<file path="src/sv/assert_macros.svh">
// assertion macros used by the top-level rtl file
`ifndef ASSERT_MACROS_SVH
`define ASSERT_MACROS_SVH

// condition must hold in the same cycle as the trigger
`define DMC_ASSERT_NOW(lbl, ante, cons, msg) \
	lbl: assert property (@(posedge clk) disable iff (!arst_n) (ante) |-> (cons)) \
		else $error(msg);

// condition must hold in the cycle after the trigger
`define DMC_ASSERT_NEXT(lbl, ante, cons, msg) \
	lbl: assert property (@(posedge clk) disable iff (!arst_n) (ante) |=> (cons)) \
		else $error(msg);

`endif

</file>
<file path="src/sv/dmc_pkg.sv">
// shared types and constants of the maze carver
`timescale 1ns / 1ps
package dmc_pkg;

	// default geometry limits
	localparam int MAX_COLS_DEF      = 64;
	localparam int MAX_ROWS_DEF      = 32;
	localparam int STACK_ENTRIES_DEF = 2048;

	// widths wide enough for the whole parameter range
	localparam int DIM_W = 9;
	localparam int CRD_W = 8;
	localparam int CELL_W = 5;

	// configuration port
	localparam int CFG_IDX_W  = 2;
	localparam int CFG_DATA_W = 7;

	typedef enum logic [CFG_IDX_W-1:0] {
		CFG_GRID_COLS,
		CFG_GRID_ROWS,
		CFG_START_COL,
		CFG_START_ROW
	} cfg_reg_t;

	// register reset values
	localparam logic [6:0] GRID_COLS_RST = 7'd40;
	localparam logic [5:0] GRID_ROWS_RST = 6'd25;

	// cell bits
	localparam logic [CELL_W-1:0] PASS_N       = 5'h01;
	localparam logic [CELL_W-1:0] PASS_E       = 5'h02;
	localparam logic [CELL_W-1:0] PASS_S       = 5'h04;
	localparam logic [CELL_W-1:0] PASS_W       = 5'h08;
	localparam logic [CELL_W-1:0] CELL_VISITED = 5'h10;
	localparam int VISITED_BIT = 4;

	typedef enum logic [1:0] {
		REQ_START,
		REQ_STEP,
		REQ_READ
	} req_t;

	typedef enum logic [2:0] {
		ST_STARTED,
		ST_CARVED,
		ST_BACKTRACKED,
		ST_COMPLETE,
		ST_READ,
		ST_NOT_STARTED
	} status_t;

	typedef enum logic [1:0] {
		DIR_N,
		DIR_E,
		DIR_S,
		DIR_W
	} dir_t;

	typedef enum logic [3:0] {
		S_IDLE,
		S_CLEAR,
		S_RD_WAIT,
		S_NB,
		S_CHOOSE,
		S_WR_NB,
		S_WR_CUR,
		S_POP,
		S_FIN
	} seq_state_t;

	// effective geometry after clamping
	typedef struct packed {
		logic [DIM_W-1:0] cols;
		logic [DIM_W-1:0] rows;
		logic [2*DIM_W-1:0] area;
		logic [CRD_W-1:0] start_col;
		logic [CRD_W-1:0] start_row;
	} geom_t;

endpackage

</file>
<file path="src/sv/dmc_cfg.sv">
// configuration registers and clamped grid geometry
`timescale 1ns / 1ps
module dmc_cfg #(
	parameter int MAX_COLS = dmc_pkg::MAX_COLS_DEF,
	parameter int MAX_ROWS = dmc_pkg::MAX_ROWS_DEF
) (
	input  logic                         clk,
	input  logic                         arst_n,
	input  logic                         cfg_we,
	input  logic [dmc_pkg::CFG_IDX_W-1:0]  cfg_index,
	input  logic [dmc_pkg::CFG_DATA_W-1:0] cfg_data,
	output dmc_pkg::geom_t               geom
);
	import dmc_pkg::*;

	logic [6:0] grid_cols_q;
	logic [5:0] grid_rows_q;
	logic [5:0] start_col_q;
	logic [4:0] start_row_q;

	logic [DIM_W-1:0] cols;
	logic [DIM_W-1:0] rows;

	// register writes
	always_ff @(posedge clk or negedge arst_n) begin
		if (!arst_n) begin
			grid_cols_q <= GRID_COLS_RST;
			grid_rows_q <= GRID_ROWS_RST;
			start_col_q <= '0;
			start_row_q <= '0;
		end else if (cfg_we) begin
			case (cfg_reg_t'(cfg_index))
				CFG_GRID_COLS: grid_cols_q <= cfg_data[6:0];
				CFG_GRID_ROWS: grid_rows_q <= cfg_data[5:0];
				CFG_START_COL: start_col_q <= cfg_data[5:0];
				CFG_START_ROW: start_row_q <= cfg_data[4:0];
				default: ;
			endcase
		end
	end

	// clamp the grid size into 1..max
	always_comb begin
		if (grid_cols_q == '0) begin
			cols = DIM_W'(1);
		end else if (int'(grid_cols_q) > MAX_COLS) begin
			cols = DIM_W'(MAX_COLS);
		end else begin
			cols = DIM_W'(grid_cols_q);
		end
		if (grid_rows_q == '0) begin
			rows = DIM_W'(1);
		end else if (int'(grid_rows_q) > MAX_ROWS) begin
			rows = DIM_W'(MAX_ROWS);
		end else begin
			rows = DIM_W'(grid_rows_q);
		end
	end

	// clamp the start cell into the grid
	always_comb begin
		geom.cols = cols;
		geom.rows = rows;
		geom.area = (2*DIM_W)'(cols) * (2*DIM_W)'(rows);
		geom.start_col = (int'(start_col_q) < int'(cols)) ? CRD_W'(start_col_q)
			: CRD_W'(cols - DIM_W'(1));
		geom.start_row = (int'(start_row_q) < int'(rows)) ? CRD_W'(start_row_q)
			: CRD_W'(rows - DIM_W'(1));
	end

endmodule

</file>
<file path="config.mk">
export PLATFORM = sky130hd
export DESIGN_NAME = dmc_cfg
export DESIGN_NICKNAME = d
export VERILOG_FILES = /design/src/sv/assert_macros.svh /design/src/sv/dmc_pkg.sv /design/src/sv/dmc_cfg.sv
export SDC_FILE = /design/constraint.sdc
export NUM_CORES = 1
export LEC_CHECK = 0
export ABC_AREA = 1
export BUFFER_PORTS_ARGS = -buffer_cell sky130_fd_sc_hd__buf_2
export CAP_MARGIN = 25
export CORE_MARGIN = 8
export CORE_UTILIZATION = 45
export DETAILED_ROUTE_END_ITERATION = 10
export GPL_TIMING_DRIVEN = 0
export PLACE_DENSITY_LB_ADDON = 0.08
export SKIP_CTS_REPAIR_TIMING = 1
export SLEW_MARGIN = 20
export SYNTH_ARGS = -nofsm -noshare
export SYNTH_HDL_FRONTEND = slang
export SYNTH_SLANG_ARGS = --single-unit
export TNS_END_PERCENT = 20
</file>
<file path="constraint.sdc">
create_clock -name clk -period 4.44 [get_ports clk]
set_input_delay 0.222 -clock clk [delete_from_list [all_inputs] [get_ports clk]]
set_output_delay 0.222 -clock clk [all_outputs]
set_load 0.005 [all_outputs]
</file>
After elaboration in Yosys (flattened, before gate mapping)
Index checks and enable logic that the tools add are counted.
{"block": "word_totals", "reg_bits": 24, "elab_cells": 27}
{"block": "op_classes", "magnitude_cmp": 4, "n_addsub": 2, "n_mux": 6, "n_reduce_logical": 7, "mul": 1, "eq_ne": 3}
{"cell": "$mul 9x9->18", "n": 1}
{"cell": "$mux 8", "n": 2}
{"cell": "$sub 8x1->8 const B", "n": 2}
{"cell": "$mux 7", "n": 2}
{"cell": "$mux 6", "n": 2}
{"cell": "$lt 5x9->1", "n": 1}
{"cell": "$lt 6x9->1", "n": 1}
{"cell": "$reduce_and 2->1", "n": 4}
{"cell": "$gt 7x7->1 const B", "n": 1}
{"cell": "$logic_not 7->1", "n": 1}
{"cell": "$gt 6x6->1 const B", "n": 1}
{"cell": "$logic_not 6->1", "n": 1}
{"cell": "$eq 2x2->1 const B", "n": 2}
{"cell": "$eq 2x1->1 const B", "n": 1}
{"cell": "$logic_not 2->1", "n": 1}

Longest topological paths before layout
{"block": "depth", "word_depth": 5, "ltp_mapped": 20, "mapped_depth_nobuf": 20}

Least setup slack after synthesis
No wires, ideal clock.
{"block": "synth_path", "kind": "reg-to-output", "startpoint": "register grid_cols_q[4]", "endpoint": "output port geom[27] (netlist bit)", "arrival_time_ps": 3572, "path_slack_ps": 646, "path_buffers": 0, "path_stages_with_launch": 17, "path_cell_list": "dfrtp_1 > nor2_2 > nand2_2 > o21bai_4 > nand2_2 > inv_1 > nand2_1 > fa_1 > fa_1 > fa_1 > inv_1 > ha_1 > nand2_1 > o21ai_0 > nand2_1 > nand2_1 > xor2_1"}
{"element": "start: declaration", "line": "dmc_cfg.sv:16", "text": "logic [6:0] grid_cols_q;"}
{"element": "start signal: assignment", "line": "dmc_cfg.sv:33", "text": "CFG_GRID_COLS: grid_cols_q <= cfg_data[6:0];"}
{"element": "end: declaration", "line": "dmc_cfg.sv:12", "text": "output dmc_pkg::geom_t geom"}

==> results.cfg <==
[status]
run_status = completed

[synthesis]
count_of_unique_library_cells_instantiated_by_yosys = 32
seq_area_frac_synth = 0.1953
syn_area_um2 = 3107
post-synth-top-count-cell = nand2_1
netlist_instances = 423
synth_simple_gate_area_share = 0.2759
synth_edf_count = 0
multiplexer_share_of_the_synthesized_area = 0
post-synth-top-area-cell = dfrtp_1
combinational_family_with_the_most_area_after_synthesis = adder cells
synth_top_flop_cell = dfrtp_1
netlist_top_cells_area = dfrtp_1, ha_1, fa_1
yosys.area_share.adder = 0.2763
yosys_warnings = 0
post_synth_most_frequent_cells = nand2_1, inv_1, nor2_1
synth.avg_cell_area_um2 = 7.345
synth_top_cell_area_share = 0.1530
xor_and_xnor_fraction_of_the_mapped_netlist_area = 0.03383
yosys_register_bits = 24
ys_async_sr_fraction = 1.000
synth_compound_area_frac = 0.09585

[detailed_routing]
met2_wirelength_um = 3613
antenna_left = 0
post_detailed_route_wirelength_per_cell_um = 13.29
met1Wirelength_um = 3594
num_vias = 2883
dr.pass1.iters = 4
dr.first_iter.drc_count = 127
detailroute.wirelength.met3_um = 413
highest-signal-layer = met4
avgViaCountPerCell = 4.988
routed_wirelength_um = 7682
remaining_drc_errors = 0

[global_route]
grt_pass1_wl_um = 12940
grt_antenna_before_repair = 0
grt_pass1_vias = 2756
maximum_number_of_pins_on_one_net_before_global_route_repair = 25
grt_remaining_overflow = 0
grt_usage = 0.1574

[sta]
final-setup-viol-count = 0
period_minus_slack_ps = 4220
timing.final.max_slew_violations = 0
worst-slew-pin-transition_ps = 518.2
final_min_period_over_clock_period = 0.9505
final_count_of_hold_timing_violations = 0
finClkSkew_ps = 0
rsz0062_at_grt = yes
normalized_max_slew_margin = 0.6545
max_freq_mhz = 236.9

[clock_network]
h_tree_depth = 1
cts.reportedPaths.clkPinSlew_ps = 80
numCtsBuffers = 3
cts_root_buffer = clkbuf_8
tritoncts_clock_tree = built
cts_buffer_depth = 2
numClockSinks = 24
clock_latency_ps = 260

[worst_hold_path]
hold_class = input pin to register
hold_depth = 3
hold_path_end = grid_cols_q[6]
hold_path.startpoint = cfg_data[6]

[floorplanning]
die_w_um = 99.09
die_area_um2 = 9819
boundaryPins = 64
placeableCoreArea_um2 = 6756
initial_utilization = 0.4598
row_count = 30
die_h_um = 99.09

[worst_setup_path]
start_point_of_the_critical_path = grid_cols_q[6]
crit_path_top_delay_cell = fa_1
r2r_slack_ps = 3520
crit_required_ps = 4220
type_of_the_worst_setup_path = register to output pin
r2r_start = grid_cols_q[6]
worst-path-buf-inv = 5
critical_path_arrival_ps = 4000
path_common_cell = fa_1
worst_setup_path_end_kind = output pin
element_type_at_the_critical_path_start = register
ff2ff_path_depth = 3
reg2reg_to = grid_cols_q[6]
worst_path_largest_cell_delay_ps = 500
crit_fanout = 10
critical_path.top_delay_family = adder cells
crit_path_cell_trace = inv_4 > buf_6 > nand2_4 > inv_1 > nand2_1 > fa_1 > inv_1 > fa_1 > fa_1 > ha_1 > a21oi_2 > o21ai_0 > a21oi_1 > xor2_1 > buf_2

[cells_and_area]
antenna_cells = 0
num-nets-final = 567
final_layout_size_suffix_gt1_frac = 0.2570
syn_to_final_growth_pct = 19.94
finalNonFillerCells = 578
finalCoreUtilization = 0.5515

[pwr]
sw_frac_of_total = 0.4579
irDropWorstVdd_uv = 182.2
combinationalPowerShare = 0.619
p_sw_mw = 0.5182
share_seq_of_total_power = 0.265
leakage_nw = 2.184
power.density_nw_per_um2 = 303.7
cellInternalPower_mw = 0.6133
fin_total_pwr_mw = 1.132
power_frac_clock = 0.116

[place]
place_hpwl_um = 6273
place.gp.congestion = 0.7966
placed_cell_count = 565
portbufs = 51

[job]
maxCapViolations = 0
## power groups by stage
stage	logic, mW	clock network, mW	registers (mW)
3_5_place_dp	0.653	0	0.300
4_1_cts	0.658	0.133	0.296
5_1_grt	0.804	0.146	0.305
6_report	0.701	0.131	0.300
2_1_floorplan	0.454	0	0.288
3_3_place_gp	0.644	0	0.299
## metal layers
metal	vias to the layer above	track usage
li1	1459	-
met1	1347	0.2057
met2	70	0.2640
met3	7	0.02654
met4	0	0.03725
met5	-	0
## metrics by stage
stage               setup slack (ps)  hold slack [ps]  TNS (ps)  instance area (um^2)
floorplan                      646.0           -73.59         0                  3148
global placement               299.3            232.0         0                  3503
detailed placement             266.0            225.1         0                  3503
CTS                           -48.03           -64.11    -104.4                  3548
global route                  -5.464            225.8    -5.464                  3726
finish                         219.7            215.8         0                  3726
## logic make-up after synthesis
family,after synthesis
adder cells (fa/ha/maj),56
AO/OA/AOI/OAI,49
AND/OR/NAND/NOR,195
buffers and inverters,86
XOR/XNOR,12
other,1
flip-flops,24
## placed cells by master (no fill, tap or decap), drive strengths merged, types with 11 or more instances in the layout
master    n
o21ai    30
conb     12
dfrtp    19
fa       21
nand2   118
ha       35
nor2     42
a21oi    11
buf      73
inv      66
nand3    27
## layout make-up
type / count / area [um^2]
buffer: 19 / 128.9
clock buffer: 4 / 45.04
fill: 698 / 3030
inverter: 67 / 261.5
multi-input combinational: 324 / 2253
sequential: 24 / 611.8
tap: 80 / 100.1
timing repair buffer: 60 / 325.3
## state kept, by name, summed over array words and instances (netlist names)
register and count:
grid_cols_q 7, grid_rows_q 6, start_col_q 6, start_row_q 5
## how the worst max path moves through the flow
stage                          end  cells past startpoint  slack, ps
final                     geom[25]                     15        220
after global routing      geom[24]                     17         -5
after CTS                 geom[27]                     17        -50
after detailed placement  geom[27]                     17        270
after global placement    geom[27]                     17        300
after floorplan           geom[27]                     16        650
## worst register-to-register path: stages (launching register included)
cell and delay (ps):
dfrtp_2 440, inv_4 110, buf_6 170, a21oi_1 80
(Power assumes the default switching activity.)
